$ cat src/sv/mwhw_pkg.sv
// ----------------------------------------------------------------------------
// mwhw_pkg
// Shared types and command codes for the multi-worker heartbeat watchdog.
// ----------------------------------------------------------------------------
package mwhw_pkg;

   localparam logic [2:0] CMD_TICK    = 3'd0;
   localparam logic [2:0] CMD_KICK    = 3'd1;
   localparam logic [2:0] CMD_CLEAR   = 3'd2;
   localparam logic [2:0] CMD_HEALTH  = 3'd3;
   localparam logic [2:0] CMD_ENABLE  = 3'd4;
   localparam logic [2:0] CMD_DISABLE = 3'd5;

   typedef struct packed {
      logic [2:0]  cmd;
      logic [3:0]  slot;
      logic [15:0] grace;
      logic [15:0] fatal_grace;
      logic [15:0] inject_ticks;
   } req_type;

   typedef struct packed {
      logic healthy;
      logic slot_missed;
      logic fatal;
   } rsp_type;

endpackage

$ cat src/sv/multi_worker_heartbeat_watchdog_unit.sv
// ----------------------------------------------------------------------------
// multi_worker_heartbeat_watchdog_unit
// Bank of worker watchdogs sharing one saturating time counter, with
// kick/clear/enable/disable per slot and a health check walk over all slots.
// ----------------------------------------------------------------------------
//  channel   ports                          direction  flow control
//  request   start, busy, req_data          in         start while !busy
//  response  rsp_valid, rsp_data            out        one-cycle strobe
//
//  A health check applies the saturating adder step for the inject window,
//  then reads one slot per cycle from the deadline RAMs.
//  Unknown commands and out-of-range slots go straight to the response.
//  Synchronous reset clears time, active/valid bits and the fatal flag.
//  busy stays high from acceptance until the response strobe cycle, in which
//  the next request can already be accepted.
//  The response cannot be stalled.
// ----------------------------------------------------------------------------
module multi_worker_heartbeat_watchdog_unit
   import mwhw_pkg::*;
#(
   parameter int SLOTS     = 16,
   parameter int TIME_BITS = 32
) (
   input  logic    clock,
   input  logic    reset,
   input  logic    start,
   output logic    busy,
   input  req_type req_data,
   output logic    rsp_valid,
   output rsp_type rsp_data
);

   localparam int IDX_W = (SLOTS > 1) ? $clog2(SLOTS) : 1;
   localparam int CW    = IDX_W + 4;

   typedef enum logic [10:0] {
      S_IDLE   = 11'b000_0000_0001,
      S_TICK   = 11'b000_0000_0010,
      S_READ   = 11'b000_0000_0100,
      S_CHECK  = 11'b000_0000_1000,
      S_KSOFT  = 11'b000_0001_0000,
      S_KFATAL = 11'b000_0010_0000,
      S_INJECT = 11'b000_0100_0000,
      S_WALK   = 11'b000_1000_0000,
      S_DRAIN  = 11'b001_0000_0000,
      S_APPLY  = 11'b010_0000_0000,
      S_DONE   = 11'b100_0000_0000
   } state_type;

   state_type            state_ff, state_in;
   req_type              req_ff, req_in;
   logic [TIME_BITS-1:0] time_ff, time_in;
   logic [TIME_BITS-1:0] inject_until_ff, inject_until_in;
   logic                 fatal_seen_ff, fatal_seen_in;
   logic [SLOTS-1:0]     active_ff, active_in;
   logic [SLOTS-1:0]     entry_valid_ff, entry_valid_in;
   logic [IDX_W-1:0]     rd_idx_ff, rd_idx_in;
   logic                 chk_vld_ff, chk_vld_in;
   logic                 miss_acc_ff, miss_acc_in;
   logic                 smiss_ff, smiss_in;
   logic                 rsp_valid_ff, rsp_valid_in;
   rsp_type              rsp_ff, rsp_in;

   // deadline RAMs, registered read
   logic [TIME_BITS-1:0] soft_mem  [SLOTS];
   logic [TIME_BITS-1:0] fatal_mem [SLOTS];
   logic [TIME_BITS-1:0] rd_soft_ff, rd_fatal_ff;
   logic                 rd_hit_ff, rd_act_ff;

   logic                 soft_we, fatal_we;
   logic [TIME_BITS-1:0] fatal_wdata;

   // shared saturating adder
   logic [15:0]          add_b;
   logic [TIME_BITS:0]   add_raw;
   logic [TIME_BITS-1:0] add_sum;

   logic                 accept;
   logic [CW-1:0]        slot_wide;
   logic                 slot_ok;
   logic                 soft_miss, fatal_miss;

   assign accept    = start && !busy;
   assign slot_wide = CW'(req_data.slot);
   assign slot_ok   = slot_wide < CW'(SLOTS);

   always_comb begin
      case (state_ff)
         S_TICK:   add_b = 16'd1;
         S_KSOFT:  add_b = req_ff.grace;
         S_KFATAL: add_b = req_ff.fatal_grace;
         S_INJECT: add_b = req_ff.inject_ticks;
         default:  add_b = 16'd0;
      endcase
   end

   assign add_raw = {1'b0, time_ff} + (TIME_BITS + 1)'(add_b);
   assign add_sum = add_raw[TIME_BITS] ? {TIME_BITS{1'b1}} : add_raw[TIME_BITS-1:0];

   // a zero deadline counts as disabled; an entry not yet kicked is masked by its valid bit
   assign soft_miss  = rd_hit_ff && (rd_soft_ff != '0) && (rd_soft_ff < time_ff);
   assign fatal_miss = rd_hit_ff && (rd_fatal_ff != '0) && (rd_fatal_ff < time_ff);

   assign fatal_wdata = (req_ff.fatal_grace != 16'd0) ? add_sum : '0;

   always_comb begin
      state_in        = state_ff;
      req_in          = req_ff;
      time_in         = time_ff;
      inject_until_in = inject_until_ff;
      fatal_seen_in   = fatal_seen_ff;
      active_in       = active_ff;
      entry_valid_in  = entry_valid_ff;
      rd_idx_in       = rd_idx_ff;
      chk_vld_in      = 1'b0;
      miss_acc_in     = miss_acc_ff;
      smiss_in        = smiss_ff;
      rsp_valid_in    = 1'b0;
      rsp_in          = rsp_ff;
      soft_we         = 1'b0;
      fatal_we        = 1'b0;

      case (state_ff)
         S_IDLE: begin
            if (accept) begin
               req_in    = req_data;
               smiss_in  = 1'b0;
               rd_idx_in = slot_wide[IDX_W-1:0];
               case (req_data.cmd)
                  CMD_TICK:    state_in = S_TICK;
                  CMD_KICK:    state_in = slot_ok ? S_READ : S_DONE;
                  CMD_CLEAR:   state_in = slot_ok ? S_READ : S_DONE;
                  CMD_HEALTH:  state_in = S_INJECT;
                  CMD_ENABLE:  state_in = slot_ok ? S_APPLY : S_DONE;
                  CMD_DISABLE: state_in = slot_ok ? S_APPLY : S_DONE;
                  default:     state_in = S_DONE;
               endcase
            end
         end
         S_TICK: begin
            time_in  = add_sum;
            state_in = S_DONE;
         end
         S_READ: begin
            state_in = S_CHECK;
         end
         S_CHECK: begin
            smiss_in = soft_miss;
            if (fatal_miss) begin
               fatal_seen_in = 1'b1;
            end
            if (req_ff.cmd == CMD_KICK) begin
               state_in = S_KSOFT;
            end else begin
               entry_valid_in[rd_idx_ff] = 1'b0;
               state_in                  = S_DONE;
            end
         end
         S_KSOFT: begin
            soft_we  = 1'b1;
            state_in = S_KFATAL;
         end
         S_KFATAL: begin
            fatal_we                  = 1'b1;
            entry_valid_in[rd_idx_ff] = 1'b1;
            state_in                  = S_DONE;
         end
         S_INJECT: begin
            if (req_ff.inject_ticks != 16'd0) begin
               inject_until_in = add_sum;
            end
            rd_idx_in   = '0;
            miss_acc_in = 1'b0;
            state_in    = S_WALK;
         end
         S_WALK, S_DRAIN: begin
            // check stage sees the slot addressed in the previous cycle
            if (chk_vld_ff && rd_act_ff) begin
               if (fatal_miss) begin
                  fatal_seen_in = 1'b1;
               end
               if (soft_miss) begin
                  miss_acc_in = 1'b1;
               end
            end
            if (state_ff == S_WALK) begin
               chk_vld_in = 1'b1;
               if (rd_idx_ff == IDX_W'(SLOTS - 1)) begin
                  state_in = S_DRAIN;
               end else begin
                  rd_idx_in = IDX_W'(rd_idx_ff + 1'b1);
               end
            end else begin
               state_in = S_DONE;
            end
         end
         S_APPLY: begin
            if (req_ff.cmd == CMD_ENABLE) begin
               active_in[rd_idx_ff]      = 1'b1;
               entry_valid_in[rd_idx_ff] = 1'b0;
            end else begin
               active_in[rd_idx_ff] = 1'b0;
            end
            state_in = S_DONE;
         end
         S_DONE: begin
            rsp_valid_in       = 1'b1;
            rsp_in.healthy     = (req_ff.cmd == CMD_HEALTH) && !miss_acc_ff &&
                                 !(time_ff < inject_until_ff);
            rsp_in.slot_missed = smiss_ff;
            rsp_in.fatal       = fatal_seen_ff;
            state_in           = S_IDLE;
         end
         default: begin
            state_in = S_IDLE;
         end
      endcase
   end

   always_ff @(posedge clock) begin
      if (reset) begin
         state_ff        <= S_IDLE;
         time_ff         <= '0;
         inject_until_ff <= '0;
         fatal_seen_ff   <= 1'b0;
         active_ff       <= '0;
         entry_valid_ff  <= '0;
         chk_vld_ff      <= 1'b0;
         rsp_valid_ff    <= 1'b0;
      end else begin
         state_ff        <= state_in;
         time_ff         <= time_in;
         inject_until_ff <= inject_until_in;
         fatal_seen_ff   <= fatal_seen_in;
         active_ff       <= active_in;
         entry_valid_ff  <= entry_valid_in;
         chk_vld_ff      <= chk_vld_in;
         rsp_valid_ff    <= rsp_valid_in;
      end
   end

   always_ff @(posedge clock) begin
      req_ff      <= req_in;
      rd_idx_ff   <= rd_idx_in;
      miss_acc_ff <= miss_acc_in;
      smiss_ff    <= smiss_in;
      rsp_ff      <= rsp_in;
   end

   always_ff @(posedge clock) begin
      if (soft_we) begin
         soft_mem[rd_idx_ff] <= add_sum;
      end
      if (fatal_we) begin
         fatal_mem[rd_idx_ff] <= fatal_wdata;
      end
      rd_soft_ff  <= soft_mem[rd_idx_ff];
      rd_fatal_ff <= fatal_mem[rd_idx_ff];
      rd_hit_ff   <= entry_valid_ff[rd_idx_ff];
      rd_act_ff   <= active_ff[rd_idx_ff];
   end

   assign busy      = (state_ff != S_IDLE);
   assign rsp_valid = rsp_valid_ff;
   assign rsp_data  = rsp_ff;

   a_accept_busy: assert property (@(posedge clock) disable iff (reset)
      accept |=> busy)
      else $error("accepted request did not raise busy");

   a_rsp_idle: assert property (@(posedge clock) disable iff (reset)
      rsp_valid |-> !busy)
      else $error("response strobe while still busy");

   a_fatal_sticky: assert property (@(posedge clock) disable iff (reset)
      !$past(reset) |-> !$fell(fatal_seen_ff))
      else $error("fatal flag cleared outside reset");

   a_chk_walk: assert property (@(posedge clock) disable iff (reset)
      chk_vld_ff |-> (state_ff == S_WALK || state_ff == S_DRAIN))
      else $error("slot check outside health walk");

   a_one_rsp: assert property (@(posedge clock) disable iff (reset)
      rsp_valid |=> !rsp_valid)
      else $error("two responses for one request");

endmodule
$ cat config.mk
export PLATFORM = sky130hd
export DESIGN_NAME = multi_worker_heartbeat_watchdog_unit
export DESIGN_NICKNAME = d
export VERILOG_FILES = /design/src/sv/mwhw_pkg.sv /design/src/sv/multi_worker_heartbeat_watchdog_unit.sv
export SDC_FILE = /design/constraint.sdc
export NUM_CORES = 1
export LEC_CHECK = 0
export ABC_AREA = 1
export BUFFER_PORTS_ARGS = -buffer_cell sky130_fd_sc_hd__buf_4
export CAP_MARGIN = 20
export CORE_AREA = 5 5 378 380
export CTS_BUF_LIST = sky130_fd_sc_hd__clkbuf_16
export DETAILED_ROUTE_END_ITERATION = 6
export DIE_AREA = 0 0 383 385
export PLACE_DENSITY = 0.59
export SETUP_SLACK_MARGIN = 0.2
export SLEW_MARGIN = 10
export SYNTH_ARGS = -nofsm -noshare
export SYNTH_HDL_FRONTEND = slang
export SYNTH_SLANG_ARGS = --single-unit
$ cat constraint.sdc
create_clock -name clock -period 6.05 [get_ports clock]
set_input_delay 0.605 -clock clock [delete_from_list [all_inputs] [get_ports clock]]
set_output_delay 0.605 -clock clock [all_outputs]
set_load 0.01 [all_outputs]
# Word level (Yosys, flattened, before mapping)
# Memories as Yosys holds them, arrays and structs flattened. A register that Yosys moved wholly into a read port is not among the register bits.
# Cells that the tools add are included.
[op_classes]
bitwise = 6
add_sub_neg = 2
n_eq_ne = 29
multipliers = 0
div = 0
n_reduce_logical = 35
shift = 0
magnitude_cmp = 6
mux = 41
[ops]
columns = ["cell", "count"]
rows = [
  ["$lt A32 B32 Y1", 3],
  ["$pmux W11 S7", 1],
  ["$mux W11", 6],
  ["$mux W32", 2],
  ["$pmux W16 S4", 1],
  ["$reduce_bool A32 Y1", 2],
  ["$mux W16", 3],
  ["$pmux W16 S3", 1],
  ["$pmux W11 S4", 1],
  ["$add A32 B16 Y33", 1],
  ["$and A16 B16 Y16", 2],
  ["$or A16 B16 Y16", 2],
  ["$reduce_bool A16 Y1", 2],
  ["$mux W1", 16],
  ["$not A16 Y16", 1],
  ["$ne A2 B2 Y1 const B", 7],
  ["$mux W4", 3],
  ["$pmux W4 S3", 1],
  ["$eq A11 B1 Y1 const B", 1],
  ["$eq A11 B10 Y1 const B", 1],
  ["$eq A11 B11 Y1 const B", 1],
  ["$eq A11 B2 Y1 const B", 1],
  ["$eq A11 B3 Y1 const B", 1],
  ["$eq A11 B4 Y1 const B", 1],
  ["28 further kinds", 58],
]
[word_totals]
mem_bits_ro = 0
latchBits = 0
ramBits = 1024
out_inout_bits = 5
n_memories = 2
reg_bits = 172
[mem_list]
columns = ["name", "depth", "width", "read_ports", "rd_ports_with_merged_regs", "write_ports", "line", "text"]
rows = [
  ["fatal_mem", 16, 32, 1, 1, 1, "multi_worker_heartbeat_watchdog_unit.sv:66", "logic [TIME_BITS-1:0] fatal_mem [SLOTS];"],
  ["soft_mem", 16, 32, 1, 1, 1, "multi_worker_heartbeat_watchdog_unit.sv:65", "logic [TIME_BITS-1:0] soft_mem [SLOTS];"],
]

# Longest topological paths before layout
[logic_depth]
depth_word = 8
depth_mapped = 23
depth_no_buf = 22

# Worst setup path before layout
# Ideal clock, no wire load.
[synth_timing]
path_type = "register to register"
from = "register state_ff[10]"
to = "register req_ff[0] (netlist bit) (enable)"
stages_incl_launch_ff = 8
arrival_ns = 3.114
n_path_buf = 0
required_time_ns = 5.590
path_slack_ns = 2.476
setup_ns = 0.460
synth_period_minus_slack_ns = 3.574
cell_sequence = "dfxtp_1 > inv_1 > nand3_2 > inv_1 > nand2_1 > nor2_2 > inv_1 > nor2_1"
[synth_via]
elab_chain_cells = 4
word_cells_on_any_way = 5
[synth_rtl]
columns = ["item", "line", "text"]
rows = [
  ["start, declared", "multi_worker_heartbeat_watchdog_unit.sv:50", "state_type state_ff, state_in;"],
  ["start signal, assigned", "multi_worker_heartbeat_watchdog_unit.sv:231", "state_ff <= state_in;"],
  ["$ne A11 B1 Y1", "multi_worker_heartbeat_watchdog_unit.sv:263", "assign busy = (state_ff != S_IDLE);"],
  ["via busy", "multi_worker_heartbeat_watchdog_unit.sv:27", "output logic busy,"],
  ["$logic_not A1 Y1", "multi_worker_heartbeat_watchdog_unit.sv:83", "assign accept = start && !busy;"],
  ["$logic_and A1 B1 Y1", "multi_worker_heartbeat_watchdog_unit.sv:83", ""],
  ["$reduce_and A2 Y1 (no line)", "--", ""],
  ["end signal, assigned", "multi_worker_heartbeat_watchdog_unit.sv:243", "req_ff <= req_in;"],
  ["end, declared", "multi_worker_heartbeat_watchdog_unit.sv:51", "req_type req_ff, req_in;"],
]
# The timed path passes the listed nets, and every way through them passes these cells.
# A chain may end at the register's enable or synchronous reset.

# Worst setup path after layout
[layout_timing]
from = "register state_ff[10]"
to = "memory fatal_mem[7][19], data pin"
[layout_via]
elab_chain_cells = 5
word_cells_on_any_way = 8
[layout_rtl]
columns = ["item", "line", "text"]
rows = [
  ["$eq A11 B7 Y1 (tied with other cells)", "multi_worker_heartbeat_watchdog_unit.sv:88", "case (state_ff)"],
  ["$pmux W16 S4 *", "multi_worker_heartbeat_watchdog_unit.sv:88", ""],
  ["$add A32 B16 Y33 *", "multi_worker_heartbeat_watchdog_unit.sv:97", "assign add_raw = {1'b0, time_ff} + (TIME_BITS + 1)'(add_b);"],
  ["$mux W32 *", "multi_worker_heartbeat_watchdog_unit.sv:98", "assign add_sum = add_raw[TIME_BITS] ? {TIME_BITS{1'b1}} : add_raw[TIME_BITS-1:0];"],
  ["via add_sum[19]", "multi_worker_heartbeat_watchdog_unit.sv:76", "logic [TIME_BITS-1:0] add_sum;"],
  ["$mux W32 *", "multi_worker_heartbeat_watchdog_unit.sv:104", "assign fatal_wdata = (req_ff.fatal_grace != 16'd0) ? add_sum : '0;"],
  ["via fatal_wdata[19]", "multi_worker_heartbeat_watchdog_unit.sv:71", "logic [TIME_BITS-1:0] fatal_wdata;"],
  ["end, declared", "multi_worker_heartbeat_watchdog_unit.sv:66", ""],
]
# Mark *: on every way through the listed nets, which the timed path passes. The rest lies on a longest branch.

==> results.py <==
metrics = {
    "status": {
        "status": "finished, final reports clean",
    },
    "yosys": {
        "avgSynthCellArea_um2": 11.4,
        "yosysSeqAreaShare_pct": 68.8,
        "ys_seq_elements": 1260,
        "synthesis.area_um2": 52400,
        "synth-warning-count": 0,
        "syn_nets": 4769,
        "syn_inst": 4597,
        "ys_types": 54,
    },
    "setup_path": {
        "worstSetupStartpointType": "flip-flop",
        "r2r_start": "state_ff[10]$_SDFFE_PP0P_",
        "cp.arrival_ps": 4870,
        "critPathLaunch": "state_ff[10]$_SDFFE_PP0P_",
        "cp.required_ps": 6540,
        "path_class": "flip-flop to flip-flop",
        "end_kind": "flip-flop",
        "cp_max_fo": 32,
        "worst_r2r_path_depth": 21,
    },
    "sta": {
        "setup_violations": 0,
        "hold_ws_ps": 44.9,
        "hold_viol_final": 0,
        "period_share_pct": 72.5,
        "worst_slew_pin_slew_ps": 1160,
        "max_slew_margin_pct": 22.6,
        "setup_tns_ps": 0,
        "timing.fmax_mhz": 228,
        "rsz0062_at_grt": "no",
        "finalMaxSlewViolations": 0,
        "finalCriticalPeriod_ps": 4390,
        "skew_ps": 25.5,
    },
    "cts": {
        "cts_resized": 0,
        "cts.clk_slew.worst_paths_ps": 60,
        "cts_buffer_depth": 3,
        "clk_latency_ps": 750,
        "htreeDepth": 4,
        "cts_tree": "yes",
        "cts-root-buf": "clkbuf_16",
        "cts_sinks": 1260,
        "post_cts_buffers": 0,
        "cts_buffers": 133,
    },
    "cells_and_area": {
        "synthToLayoutAreaGrowth_pct": 14.1,
        "antennaDiodeCount": 0,
        "n_fill_cell": 12900,
        "multi_input_area_um2": 14400,
        "ff_latch_area_um2": 36100,
        "fin_nets": 4845,
        "drive_gt1_share_pct": 9.51,
        "finalCoreUtilization_pct": 43.1,
    },
    "grt": {
        "grt_pass1_wl_um": 226000,
        "antenna_found_initial": 3,
        "grt_pass1_vias": 34400,
        "grt_max_degree": 211,
        "grt_overflow": 0,
        "grt_usage_pct": 20.4,
    },
    "floorplan": {
        "coreArea_um2": 139000,
        "die_h_um": 385,
        "pin_count": 63,
        "dieArea_um2": 147000,
        "start_util_pct": 37.8,
        "rows": 137,
        "die_width_um": 383,
    },
    "drt": {
        "vias_per_cell": 5.46,
        "wirelength_um": 154000,
        "dr.pass1.iters": 5,
        "via_count": 36000,
        "postRouteAntennaNets": 0,
        "drc": 0,
        "wl_per_cell_um": 23.3,
        "drtIter0Drc": 3639,
    },
    "worst_hold_path": {
        "min-delay-start": "req_data[1]",
        "hp-class": "primary input to flip-flop",
        "hold_depth": 1,
    },
    "power_and_ir_drop": {
        "vdd_drop_max_mv": 0.211,
        "clockPowerShare_pct": 37.9,
        "leakagePower_nw": 21.5,
        "pwr-share-comb_pct": 15.6,
        "power.density_nw_per_um2": 359,
        "power_frac_seq_pct": 46.5,
        "switching_power_mw": 6.05,
        "swShare_pct": 28.2,
        "p_int_mw": 15.4,
    },
    "placement": {
        "place_hpwl_um": 88700,
        "gp_congestion": 0.974,
        "port_buffers": 62,
    },
    "job": {
        "maxCapViolCount": 0,
    },
}
[power groups by stage]
stage / clock network [mW] / logic [mW] / registers, mW
finish: 8.13 / 3.35 / 9.99
global route: 8.62 / 3.75 / 9.99
CTS: 8.25 / 3.35 / 9.98
detailed placement: 0 / 3.33 / 10.2
global placement: 0 / 3.28 / 10.2
floorplan: 0 / 2.35 / 9.94
[kinds of logic (layout without fill, tap and decap cells)]
group                    count (synthesis)  after routing  share of synthesized area (%)
XOR/XNOR                                15             15                          0.251
adder cells (fa/ha/maj)                114            114                           2.73
AND/OR/NAND/NOR                       1606           1606                           13.0
buffers and inverters                  551            738                           4.30
AO/OA/AOI/OAI                         1051           1051                           10.9
flip-flops                            1260           1260                           68.8
[Yosys cell counts (all sizes together)]
| cell | number | area, µm² |
|---|---|---|
| xor2 | 14 | 123 |
| or3 | 2 | 12.5 |
| inv | 311 | 1170 |
| nor3 | 18 | 90.1 |
| o2111ai | 1 | 8.76 |
| o221ai | 8 | 70.1 |
| o211ai | 4 | 30.0 |
| a22o | 1 | 8.76 |
| buf | 81 | 482 |
| edfxtp | 1084 | 32600 |
| o22ai | 256 | 1600 |
| a21boi | 1 | 7.51 |
| nand3b | 2 | 15.0 |
| a21oi | 154 | 771 |
| and3 | 1 | 6.26 |
| clkbuf | 159 | 597 |
| or2 | 6 | 37.5 |
| nand2 | 641 | 2500 |
| a221oi | 9 | 78.8 |
| o41ai | 1 | 8.76 |
| nand4 | 106 | 663 |
| o21a | 6 | 45.0 |
| a31oi | 1 | 6.26 |
| xnor2 | 1 | 8.76 |
| nand3 | 82 | 513 |
| dfxtp | 176 | 3520 |
| o21bai | 2 | 15.0 |
| fa | 1 | 20.0 |
| nor4 | 13 | 118 |
| nor2 | 732 | 2820 |
| nor3b | 2 | 20.0 |
| o221a | 8 | 90.1 |
| o21ai | 599 | 3000 |
| and2 | 1 | 6.26 |
| ha | 113 | 1410 |
[registers in the layout, summed over array words and instances (netlist names), 11 cells and up, named ones only]
name,flops
soft_mem,512
state_ff,11
req_ff,51
inject_until_ff,32
fatal_mem,512
rd_fatal_ff,32
time_ff,32
rd_soft_ff,32
[final timing paths]
check | slack [ps] | endpoint
worst max-delay path | 1660 | fatal_mem[7][19]$_DFFE_PP_
worst max register to register | 1660 | fatal_mem[7][19]$_DFFE_PP_
worst min register to register | 430 | rsp_data[1]$_DFFE_PP_
worst min-delay path | 40 | req_ff[1]$_DFFE_PP_
[area by class of cell]
| class | count | area share [%] |
|---|---|---|
| Sequential cell | 1260 | 60.3 |
| Multi-Input combinational cell | 2786 | 24.0 |
| Clock buffer | 141 | 5.90 |
| Tap cell | 1807 | 3.78 |
| Timing Repair Buffer | 181 | 2.57 |
| Inverter | 311 | 1.99 |
| Clock inverter | 105 | 1.43 |
[critical path, cell delays in order, from the launching register on]
cell     delay, ps
dfxtp_1        310
inv_1          120
nand3_2        170
nor2_4         160
nand2_2        180
inv_1          520
nand2_1        100
nand3_1        150
ha_1           210
nand2_1        110
inv_1           60
nand2_1         50
nand2_1         80
inv_1           40
nand2_1         80
nand2_1         90
nand2_2        160
nand3_4        460
nand3_1        260
buf_4          240
nand2_1        170
inv_1          400
[repair_timing]
item / in CTS / in global routing
setup endpoints to repair: 0 / 0
hold buffers: 28 / 0
endpoints found under the hold margin: 28 / 0
[per-layer routing]
layer / GRT usage [%] / part of all wire [%] / up-vias
met1: 27.5 / 42 / 17900
met5: 0 / 0 / -
li1: - / - / 16500
met3: 2.81 / 6.5 / 258
met2: 34.5 / 49 / 1318
met4: 6.40 / 3.0 / 0
[cell usage in the layout, fill, tap and decap left out, types with 5 or more instances in the layout]
| master | instances |
|---|---|
| nand4_1 | 106 |
| o21a_1 | 6 |
| o21ai_1 | 25 |
| a221oi_1 | 9 |
| clkinv_1 | 23 |
| clkbuf_16 | 141 |
| bufinv_16 | 12 |
| buf_12 | 7 |
| nand3_1 | 69 |
| nor3_1 | 18 |
| clkinv_2 | 23 |
| o221ai_1 | 8 |
| nor2_4 | 42 |
| inv_1 | 336 |
| clkinv_8 | 7 |
| o21ai_0 | 574 |
| a21oi_1 | 154 |
| buf_4 | 144 |
| nand3_4 | 5 |
| nand3_2 | 8 |
| nand2_1 | 613 |
| o22ai_1 | 256 |
| xor2_1 | 14 |
| ha_1 | 113 |
| edfxtp_1 | 1084 |
| nor4_1 | 10 |
| o221a_2 | 8 |
| nor2_1 | 684 |
| nand2_2 | 24 |
| nor2_2 | 6 |
| dlygate4sd3_1 | 28 |
| dfxtp_1 | 176 |
[per-stage QoR]
stage,std cells,setup WS [ps],cell area (µm²),total power [mW]
after floorplan,4597,2480,52400,12.3
after global placement,6314,1800,55100,13.4
after detailed placement,6316,1720,55100,13.5
after CTS,6590,1700,59800,21.6
after global routing,6591,1250,59800,22.4
final,6591,1660,59800,21.5
Power figures use the tool's default switching activity.
